===== src/sv/ostt_pkg.sv =====
// ----------------------------------------------------------------------------
// ostt_pkg
// Shared types, sizes and codes of the one-shot timer table.
// ----------------------------------------------------------------------------
package ostt_pkg;

    localparam int NUM_SLOTS = 16;
    localparam int SLOT_W    = (NUM_SLOTS > 1) ? $clog2(NUM_SLOTS) : 1;
    localparam int WORD_W    = 32;
    localparam int ENTRY_W   = 3 * WORD_W;

    localparam logic [1:0] OP_CREATE = 2'd0;
    localparam logic [1:0] OP_DELETE = 2'd1;
    localparam logic [1:0] OP_TICK   = 2'd2;

    localparam logic [1:0] ST_OK     = 2'd0;
    localparam logic [1:0] ST_REJECT = 2'd1;
    localparam logic [1:0] ST_FULL   = 2'd2;

    localparam logic [2:0] RES_NONE    = 3'd0;
    localparam logic [2:0] RES_REJECT  = 3'd1;
    localparam logic [2:0] RES_FULL    = 3'd2;
    localparam logic [2:0] RES_CREATED = 3'd3;
    localparam logic [2:0] RES_FIRED   = 3'd4;

    typedef struct packed {
        logic       load;
        logic       create;
        logic       delete_slot;
        logic       tick;
        logic       scan_clr;
        logic       scan_inc;
        logic       fire;
        logic       emit;
        logic [2:0] res;
    } t_dp_cmd;

    typedef struct packed {
        logic [1:0] op;
        logic       reject;
        logic       full;
        logic       hit;
        logic       last;
    } t_dp_stat;

endpackage


===== src/sv/one_shot_timer_table.sv =====
// ----------------------------------------------------------------------------
// one_shot_timer_table
// Table of one-shot timers with create, delete and tick requests.
//
// A request is taken at a rising edge with start high and busy low. Exactly
// one result follows: o_strobe is high for one cycle with the result fields,
// and the receiver must take it then; it cannot stall the block.
// Create, delete and unused op codes: the result is decided in the execute
// state and registered onto the outputs. Tick: the slot scan reads one slot
// per cycle from the slot RAM and stops at the first due slot. busy falls
// as the strobe rises, so the next request can be taken in the strobe
// cycle. The free-slot search works on per-slot valid flops; slot RAM
// contents only count for valid slots.
// Reset clears the tick counter and frees every slot at once; no clearing
// pass is needed and a request may follow in the first cycle after reset.
// ----------------------------------------------------------------------------
module one_shot_timer_table (
    input  logic                        i_clk,
    input  logic                        i_rst_n,
    input  logic                        start,
    output logic                        busy,
    input  logic [1:0]                  i_op,
    input  logic [ostt_pkg::WORD_W-1:0] i_handler_tag,
    input  logic [ostt_pkg::WORD_W-1:0] i_callback_arg,
    input  logic [ostt_pkg::WORD_W-1:0] i_timeout_ticks,
    input  logic [3:0]                  i_slot_index,
    output logic                        o_strobe,
    output logic [1:0]                  o_status,
    output logic [3:0]                  o_result_slot,
    output logic                        o_fired,
    output logic [ostt_pkg::WORD_W-1:0] o_fired_handler,
    output logic [ostt_pkg::WORD_W-1:0] o_fired_arg,
    output logic [ostt_pkg::WORD_W-1:0] o_tick_now
);

    ostt_pkg::t_dp_cmd  cmd;
    ostt_pkg::t_dp_stat stat;

    ostt_ctrl u_ctrl (
        .i_clk   (i_clk),
        .i_rst_n (i_rst_n),
        .i_start (start),
        .i_stat  (stat),
        .o_cmd   (cmd),
        .o_busy  (busy)
    );

    ostt_dpath u_dpath (
        .i_clk           (i_clk),
        .i_rst_n         (i_rst_n),
        .i_cmd           (cmd),
        .i_op            (i_op),
        .i_handler_tag   (i_handler_tag),
        .i_callback_arg  (i_callback_arg),
        .i_timeout_ticks (i_timeout_ticks),
        .i_slot_index    (i_slot_index),
        .o_stat          (stat),
        .o_strobe        (o_strobe),
        .o_status        (o_status),
        .o_result_slot   (o_result_slot),
        .o_fired         (o_fired),
        .o_fired_handler (o_fired_handler),
        .o_fired_arg     (o_fired_arg),
        .o_tick_now      (o_tick_now)
    );

endmodule


===== src/sv/ostt_ram.sv =====
// ----------------------------------------------------------------------------
// ostt_ram
// Generic single-write, single-read RAM with registered read data.
// ----------------------------------------------------------------------------
module ostt_ram #(
    parameter int WIDTH = 8,
    parameter int DEPTH = 16
) (
    input  logic                                    i_clk,
    input  logic                                    i_we,
    input  logic [((DEPTH > 1) ? $clog2(DEPTH) : 1)-1:0] i_waddr,
    input  logic [WIDTH-1:0]                        i_wdata,
    input  logic [((DEPTH > 1) ? $clog2(DEPTH) : 1)-1:0] i_raddr,
    output logic [WIDTH-1:0]                        o_rdata
);

    logic [WIDTH-1:0] r_mem [DEPTH];
    logic [WIDTH-1:0] r_rdata;

    always_ff @(posedge i_clk) begin
        if (i_we) begin
            r_mem[i_waddr] <= i_wdata;
        end
        r_rdata <= r_mem[i_raddr];
    end

    assign o_rdata = r_rdata;

endmodule


===== src/sv/ostt_ctrl.sv =====
// ----------------------------------------------------------------------------
// ostt_ctrl
// Sequencer of the timer table: decodes each request and steps the slot scan.
// ----------------------------------------------------------------------------
module ostt_ctrl (
    input  logic               i_clk,
    input  logic               i_rst_n,
    input  logic               i_start,
    input  ostt_pkg::t_dp_stat i_stat,
    output ostt_pkg::t_dp_cmd  o_cmd,
    output logic               o_busy
);

    localparam logic [1:0] S_IDLE  = 2'd0;
    localparam logic [1:0] S_EXEC  = 2'd1;
    localparam logic [1:0] S_READ  = 2'd2;
    localparam logic [1:0] S_CHECK = 2'd3;

    logic [1:0] r_state;
    logic [1:0] n_state;

    always_ff @(posedge i_clk) begin
        if (!i_rst_n) begin
            r_state <= S_IDLE;
        end else begin
            r_state <= n_state;
        end
    end

    always_comb begin
        n_state = r_state;
        o_cmd   = '0;
        unique case (r_state)
            S_IDLE: begin
                if (i_start) begin
                    o_cmd.load = 1'b1;
                    n_state    = S_EXEC;
                end
            end
            S_EXEC: begin
                n_state = S_IDLE;
                unique case (i_stat.op)
                    ostt_pkg::OP_CREATE: begin
                        o_cmd.emit = 1'b1;
                        if (i_stat.reject) begin
                            o_cmd.res = ostt_pkg::RES_REJECT;
                        end else if (i_stat.full) begin
                            o_cmd.res = ostt_pkg::RES_FULL;
                        end else begin
                            o_cmd.create = 1'b1;
                            o_cmd.res    = ostt_pkg::RES_CREATED;
                        end
                    end
                    ostt_pkg::OP_DELETE: begin
                        o_cmd.delete_slot = 1'b1;
                        o_cmd.emit        = 1'b1;
                        o_cmd.res         = ostt_pkg::RES_NONE;
                    end
                    ostt_pkg::OP_TICK: begin
                        o_cmd.tick     = 1'b1;
                        o_cmd.scan_clr = 1'b1;
                        n_state        = S_READ;
                    end
                    default: begin
                        o_cmd.emit = 1'b1;
                        o_cmd.res  = ostt_pkg::RES_NONE;
                    end
                endcase
            end
            S_READ: begin
                n_state = S_CHECK;
            end
            S_CHECK: begin
                if (i_stat.hit) begin
                    o_cmd.fire = 1'b1;
                    o_cmd.emit = 1'b1;
                    o_cmd.res  = ostt_pkg::RES_FIRED;
                    n_state    = S_IDLE;
                end else if (i_stat.last) begin
                    o_cmd.emit = 1'b1;
                    o_cmd.res  = ostt_pkg::RES_NONE;
                    n_state    = S_IDLE;
                end else begin
                    o_cmd.scan_inc = 1'b1;
                end
            end
            default: begin
                n_state = S_IDLE;
            end
        endcase
    end

    assign o_busy = (r_state != S_IDLE);

endmodule


===== src/sv/ostt_dpath.sv =====
// ----------------------------------------------------------------------------
// ostt_dpath
// Slot storage, tick counter, free-slot search, deadline compare and
// result registers of the timer table.
// ----------------------------------------------------------------------------
module ostt_dpath (
    input  logic                            i_clk,
    input  logic                            i_rst_n,
    input  ostt_pkg::t_dp_cmd               i_cmd,
    input  logic [1:0]                      i_op,
    input  logic [ostt_pkg::WORD_W-1:0]     i_handler_tag,
    input  logic [ostt_pkg::WORD_W-1:0]     i_callback_arg,
    input  logic [ostt_pkg::WORD_W-1:0]     i_timeout_ticks,
    input  logic [3:0]                      i_slot_index,
    output ostt_pkg::t_dp_stat              o_stat,
    output logic                            o_strobe,
    output logic [1:0]                      o_status,
    output logic [3:0]                      o_result_slot,
    output logic                            o_fired,
    output logic [ostt_pkg::WORD_W-1:0]     o_fired_handler,
    output logic [ostt_pkg::WORD_W-1:0]     o_fired_arg,
    output logic [ostt_pkg::WORD_W-1:0]     o_tick_now
);

    localparam int NS = ostt_pkg::NUM_SLOTS;
    localparam int SW = ostt_pkg::SLOT_W;
    localparam int WW = ostt_pkg::WORD_W;

    // request registers
    logic [1:0]    r_op;
    logic [WW-1:0] r_handler;
    logic [WW-1:0] r_arg;
    logic [WW-1:0] r_timeout;
    logic [3:0]    r_idx;

    logic [NS-1:0] r_valid;
    logic [WW-1:0] r_tick;
    logic [SW-1:0] r_scan;
    logic          r_strobe;

    logic [1:0]    r_status;
    logic [3:0]    r_slot;
    logic          r_fired;
    logic [WW-1:0] r_fhandler;
    logic [WW-1:0] r_farg;
    logic [WW-1:0] r_tick_now;

    logic [SW-1:0] free_idx;
    logic [SW-1:0] rd_addr;
    logic [SW-1:0] del_idx;
    logic          del_ok;
    logic [ostt_pkg::ENTRY_W-1:0] wr_data;
    logic [ostt_pkg::ENTRY_W-1:0] rd_data;
    logic [WW-1:0] rd_handler;
    logic [WW-1:0] rd_arg;
    logic [WW-1:0] rd_deadline;

    logic [1:0]    n_status;
    logic [3:0]    n_slot;
    logic          n_fired;
    logic [WW-1:0] n_fhandler;
    logic [WW-1:0] n_farg;

    // lowest free slot
    always_comb begin
        free_idx = '0;
        for (int i = NS - 1; i >= 0; i--) begin
            if (!r_valid[i]) begin
                free_idx = SW'(i);
            end
        end
    end

    assign rd_addr = i_cmd.scan_inc ? (r_scan + SW'(1)) : r_scan;
    assign wr_data = {r_handler, r_arg, r_tick + r_timeout};
    assign {rd_handler, rd_arg, rd_deadline} = rd_data;
    assign del_idx = SW'(r_idx);
    assign del_ok  = (7'(r_idx) < 7'(NS));

    ostt_ram #(
        .WIDTH (ostt_pkg::ENTRY_W),
        .DEPTH (NS)
    ) u_slot_ram (
        .i_clk   (i_clk),
        .i_we    (i_cmd.create),
        .i_waddr (free_idx),
        .i_wdata (wr_data),
        .i_raddr (rd_addr),
        .o_rdata (rd_data)
    );

    always_comb begin
        o_stat.op     = r_op;
        o_stat.reject = (r_handler == '0) || (r_timeout == '0);
        o_stat.full   = &r_valid;
        o_stat.hit    = r_valid[r_scan] && (r_tick >= rd_deadline);
        o_stat.last   = (r_scan == SW'(NS - 1));
    end

    always_comb begin
        n_status   = ostt_pkg::ST_OK;
        n_slot     = '0;
        n_fired    = 1'b0;
        n_fhandler = '0;
        n_farg     = '0;
        unique case (i_cmd.res)
            ostt_pkg::RES_REJECT: begin
                n_status = ostt_pkg::ST_REJECT;
            end
            ostt_pkg::RES_FULL: begin
                n_status = ostt_pkg::ST_FULL;
            end
            ostt_pkg::RES_CREATED: begin
                n_slot = 4'(free_idx);
            end
            ostt_pkg::RES_FIRED: begin
                n_slot     = 4'(r_scan);
                n_fired    = 1'b1;
                n_fhandler = rd_handler;
                n_farg     = rd_arg;
            end
            default: begin
                n_status = ostt_pkg::ST_OK;
            end
        endcase
    end

    // control state
    always_ff @(posedge i_clk) begin
        if (!i_rst_n) begin
            r_valid  <= '0;
            r_tick   <= '0;
            r_strobe <= 1'b0;
        end else begin
            r_strobe <= i_cmd.emit;
            if (i_cmd.tick) begin
                r_tick <= r_tick + WW'(1);
            end
            if (i_cmd.create) begin
                r_valid[free_idx] <= 1'b1;
            end
            if (i_cmd.delete_slot && del_ok) begin
                r_valid[del_idx] <= 1'b0;
            end
            if (i_cmd.fire) begin
                r_valid[r_scan] <= 1'b0;
            end
        end
    end

    // payload
    always_ff @(posedge i_clk) begin
        if (i_cmd.load) begin
            r_op      <= i_op;
            r_handler <= i_handler_tag;
            r_arg     <= i_callback_arg;
            r_timeout <= i_timeout_ticks;
            r_idx     <= i_slot_index;
        end
        if (i_cmd.scan_clr) begin
            r_scan <= '0;
        end else if (i_cmd.scan_inc) begin
            r_scan <= r_scan + SW'(1);
        end
        if (i_cmd.emit) begin
            r_status   <= n_status;
            r_slot     <= n_slot;
            r_fired    <= n_fired;
            r_fhandler <= n_fhandler;
            r_farg     <= n_farg;
            r_tick_now <= r_tick;
        end
    end

    assign o_strobe        = r_strobe;
    assign o_status        = r_status;
    assign o_result_slot   = r_slot;
    assign o_fired         = r_fired;
    assign o_fired_handler = r_fhandler;
    assign o_fired_arg     = r_farg;
    assign o_tick_now      = r_tick_now;

endmodule

===== config.mk =====
export PLATFORM = sky130hd
export DESIGN_NAME = one_shot_timer_table
export DESIGN_NICKNAME = d
export VERILOG_FILES = /design/src/sv/ostt_pkg.sv /design/src/sv/one_shot_timer_table.sv /design/src/sv/ostt_ram.sv /design/src/sv/ostt_ctrl.sv /design/src/sv/ostt_dpath.sv
export SDC_FILE = /design/constraint.sdc
export NUM_CORES = 2
export LEC_CHECK = 0
export BUFFER_PORTS_ARGS = -buffer_cell sky130_fd_sc_hd__buf_2
export CAP_MARGIN = 0
export CORE_UTILIZATION = 25
export DETAILED_ROUTE_END_ITERATION = 6
export MAX_ROUTING_LAYER = met4
export PLACE_DENSITY_LB_ADDON = 0.2
export SLEW_MARGIN = 40
export SYNTH_ARGS = -nofsm -noshare
export SYNTH_HDL_FRONTEND = slang
export SYNTH_HIERARCHICAL = 1
export SYNTH_SLANG_ARGS = --single-unit
export TNS_END_PERCENT = 50

===== constraint.sdc =====
create_clock -name i_clk -period 11.7 [get_ports i_clk]
set_clock_uncertainty 0.05 [all_clocks]
set_input_delay 1.755 -clock i_clk [delete_from_list [all_inputs] [get_ports i_clk]]
set_output_delay 1.755 -clock i_clk [all_outputs]
set_load 0.03 [all_outputs]

==> impl_metrics.env <==
export IMPL_status="finished clean"
export IMPL_drive_above_1_share_pct=26.5
export IMPL_antenna_found_initial=18
export IMPL_grt_overflow=0
export IMPL_routed_wl_microns=190000
export IMPL_cts_buffer_depth=3
export IMPL_row_count=195
export IMPL_synth_avg_cell_area_sq_um=20.8
export IMPL_critPathLaunchType="flop"
export IMPL_async_flop_share_pct=0
export IMPL_dieArea_sq_mm=0.288
export IMPL_worst_slack_ns=5.07
export IMPL_cp_arrival_ns=7.28
export IMPL_path_max_fanout=58
export IMPL_period_needed_ns=6.63
export IMPL_path_class="flop to flop"
export IMPL_ctsResizeCount=0
export IMPL_setup_tns_ns=0
export IMPL_dp_slack_ns=4.95
export IMPL_root_buffer="clkbuf_16"
export IMPL_grt_setup_unrepaired="no"
export IMPL_cp_end_kind="flop"
export IMPL_grt_max_degree=120
export IMPL_cts_tree="done"
export IMPL_cts_setup_buffers=0
export IMPL_cts_reportedPaths_clkPinSlew_ns=0.06
export IMPL_tightest_slew_ns=0.855
export IMPL_clock_sinks=1892
export IMPL_wl_per_cell_microns=24.6
export IMPL_ys_seq_area_share_pct=77.4
export IMPL_synth_edf_count=1741
export IMPL_drt_pass1_iter_count=5
export IMPL_max_freq_mhz=151
export IMPL_portBuffers=209
export IMPL_finalSetupViolations=0
export IMPL_leakage_nw=27.0
export IMPL_start_util_pct=25.2
export IMPL_required_ns=12.35
export IMPL_drv_cap=0
export IMPL_design_core_area_sq_mm=0.283
export IMPL_syn2layout_area_growth_pct=18.8
export IMPL_die_h_microns=536
export IMPL_cts_buffers=203
export IMPL_holdWs_ns=0.453
export IMPL_clk_latency_ns=0.84
export IMPL_ys_warnings_count=6
export IMPL_slew_headroom_pct=43.0
export IMPL_ant_nets=0
export IMPL_dp_hpwl_microns=101000
export IMPL_synth_main_ff_cell="edfxtp_1"
export IMPL_grt_usage_pct=13.5
export IMPL_drtIter0Drc=2820
export IMPL_via_per_inst=4.46
export IMPL_drv_slew=0
export IMPL_grt_pass1_wl_microns=269000
export IMPL_drc=0
export IMPL_grt_pass1_vias=35768
export IMPL_synth_area_sq_mm=0.0714
export IMPL_dpl_cell_count=7320
export IMPL_cts_max_level=4
export IMPL_syn_inst=3434
export IMPL_vias=34393
export IMPL_hold_class="flop to flop"
export IMPL_synth_nets=3608
export IMPL_peakVddDrop_mv=0.156
export IMPL_ys_seq_elements=1892
export IMPL_hold_violations=0
export IMPL_fin_crit_sh_pct=56.6
export IMPL_fin_cells=7714
export IMPL_ios=210
export IMPL_p_per_area_mw_per_mm2=187
export IMPL_gp_congestion=0.755
export IMPL_die_w_microns=536
export IMPL_nets=3959
export IMPL_synth_cell_types=71
export IMPL_holdBufCountCts=0
## Yosys cell counts, types with 5 or more instances
cell type	count	area [sq um]
nand3_1	25	125
clkbuf_1	63	236
a211oi_1	6	45.0
o21ai_0	35	175
o221ai_1	8	70.1
buf_1	32	120
mux4_2	389	8760
a22oi_1	192	1440
edfxtp_1	1741	52300
buf_4	20	150
nand2_1	147	552
and3_1	15	93.8
nand4_1	22	138
a21boi_0	7	52.6
nand2b_1	10	62.6
nand3b_1	6	45.0
xor2_1	11	96.3
or3_1	5	31.3
nor3_1	18	90.1
o211ai_1	5	37.5
and2_1	100	626
a21o_1	21	158
a21oi_1	38	190
xnor2_1	45	394
o21a_1	10	75.1
ha_1	68	851
nor2_1	56	210
buf_2	14	70.1
dfxtp_1	151	3020
a31oi_1	8	50.1
buf_6	21	236
nor4_1	16	100
nor2b_1	15	93.8
inv_1	60	225
## path summary, 6_finish.rpt
kind	from	end	slack (ns)	depth (start not counted)
max	u_dpath/r_tick[0]	u_dpath/u_slot_ram/o_rdata[45]	5.07	20
min	u_dpath/u_slot_ram/o_rdata[85]	u_dpath/o_fired_handler[21]	0.45	1
max reg2reg	u_dpath/r_tick[0]	u_dpath/u_slot_ram/o_rdata[45]	5.07	20
min reg2reg	u_dpath/u_slot_ram/o_rdata[85]	u_dpath/o_fired_handler[21]	0.45	1
## cell usage in the layout, fill, tap and decap left out, types with 13 or more instances in the layout
master and instances:
nor2_4 14, mux4_2 389, dfxtp_1 151, a22oi_1 192, a21oi_1 38, buf_16 21
nand4_1 22, clkbuf_16 206, buf_12 18, buf_4 36, and3_1 15, nand2_1 147
nor2_1 41, nor3_1 13, inv_1 60, and2_1 99, ha_1 68, clkbuf_8 28
xnor2_1 33, buf_2 209, o21ai_0 33, clkbuf_1 58, edfxtp_1 1741, nor4_1 16
clkinv_2 33, nor2b_1 13, nand3_1 25, a21o_1 21, clkinv_1 23, bufinv_16 14
## critical path, stage by stage, from the launching register on
cell      delay [ns]
dfxtp_1         0.48
inv_1           0.08
ha_1            0.29
nand2b_1        0.14
a21o_1          0.17
a21o_1          0.17
a21o_1          0.19
a211oi_1        0.22
o21ai_0         0.19
nand2_1         0.09
a311oi_1        0.21
o21a_1          0.29
nor3_2          0.57
xor2_4          0.28
buf_12          0.28
buf_16          0.39
buf_4           0.63
buf_4           0.68
mux4_2          0.60
a22oi_1         0.26
nand2_1         0.07
## final cells by class
type	instances	area (sq um)
inverters	60	225
multi-input cells	1332	15400
fillers	27474	198000
well taps	3743	4680
clock buffers	292	5760
clock inverters	92	1010
diodes	7	17.5
flip-flops and latches	1892	55300
repair buffers	296	2400
## registers in the layout, indices dropped and copies added, names as in the netlist, named ones only
| name | cells |
|---|---|
| u_dpath/u_slot_ram/r_mem | 1536 |
| u_dpath/u_slot_ram/o_rdata | 96 |
| u_dpath/o_fired_arg | 32 |
| u_dpath/o_fired_handler | 32 |
| u_dpath/o_tick_now | 32 |
| u_dpath/r_arg | 32 |
| u_dpath/r_handler | 32 |
| u_dpath/r_tick | 32 |
| u_dpath/r_timeout | 32 |
| u_dpath/r_valid | 16 |
| u_dpath/del_idx | 4 |
| u_dpath/o_result_slot | 4 |
| u_dpath/r_scan | 4 |
| u_dpath/o_status | 2 |
| u_dpath/r_op | 2 |
| u_ctrl/r_state | 1 |
| u_dpath/o_fired | 1 |
| u_dpath/o_strobe | 1 |
## kinds of logic (layout without fill, tap and decap cells)
| family | after synthesis | after routing | synth area share (%) |
|---|---|---|---|
| mux | 390 | 390 | 12.3 |
| other cells | 0 | 7 | 0 |
| buf+inv | 210 | 740 | 1.45 |
| simple gates | 451 | 451 | 3.24 |
| compound gates | 366 | 366 | 3.67 |
| fa+ha+maj | 69 | 69 | 1.22 |
| flops | 1892 | 1892 | 77.4 |
| xor+xnor | 56 | 56 | 0.687 |
## where the power goes
| part | total [mW] | internal, mW | switching (mW) |
|---|---|---|---|
| combinational | 1.72 | 0.857 | 0.865 |
| clock | 6.46 | 3.75 | 2.71 |
| sequential | 7.70 | 7.57 | 0.136 |
| total | 15.9 | 12.2 | 3.71 |
## layer usage
| metal | track usage (%) | up-vias | routed length, microns |
|---|---|---|---|
| li1 | - | 14870 | - |
| met1 | 18.8 | 18428 | 89500 |
| met2 | 20.4 | 873 | 87000 |
| met3 | 2.43 | 222 | 10000 |
| met4 | 2.81 | 0 | 3130 |
| met5 | - | - | 0 |
## through the flow
stage               cell area [sq um]  power, mW  utilization [%]
floorplan                       71400       9.14                -
global placement                77200       9.59             27.3
detailed placement              77900       9.62             27.5
CTS                             84700       16.1             29.9
global route                    84800       16.5             29.9
finish                          84800       15.9             29.9
Power figures use the tool's default switching activity.
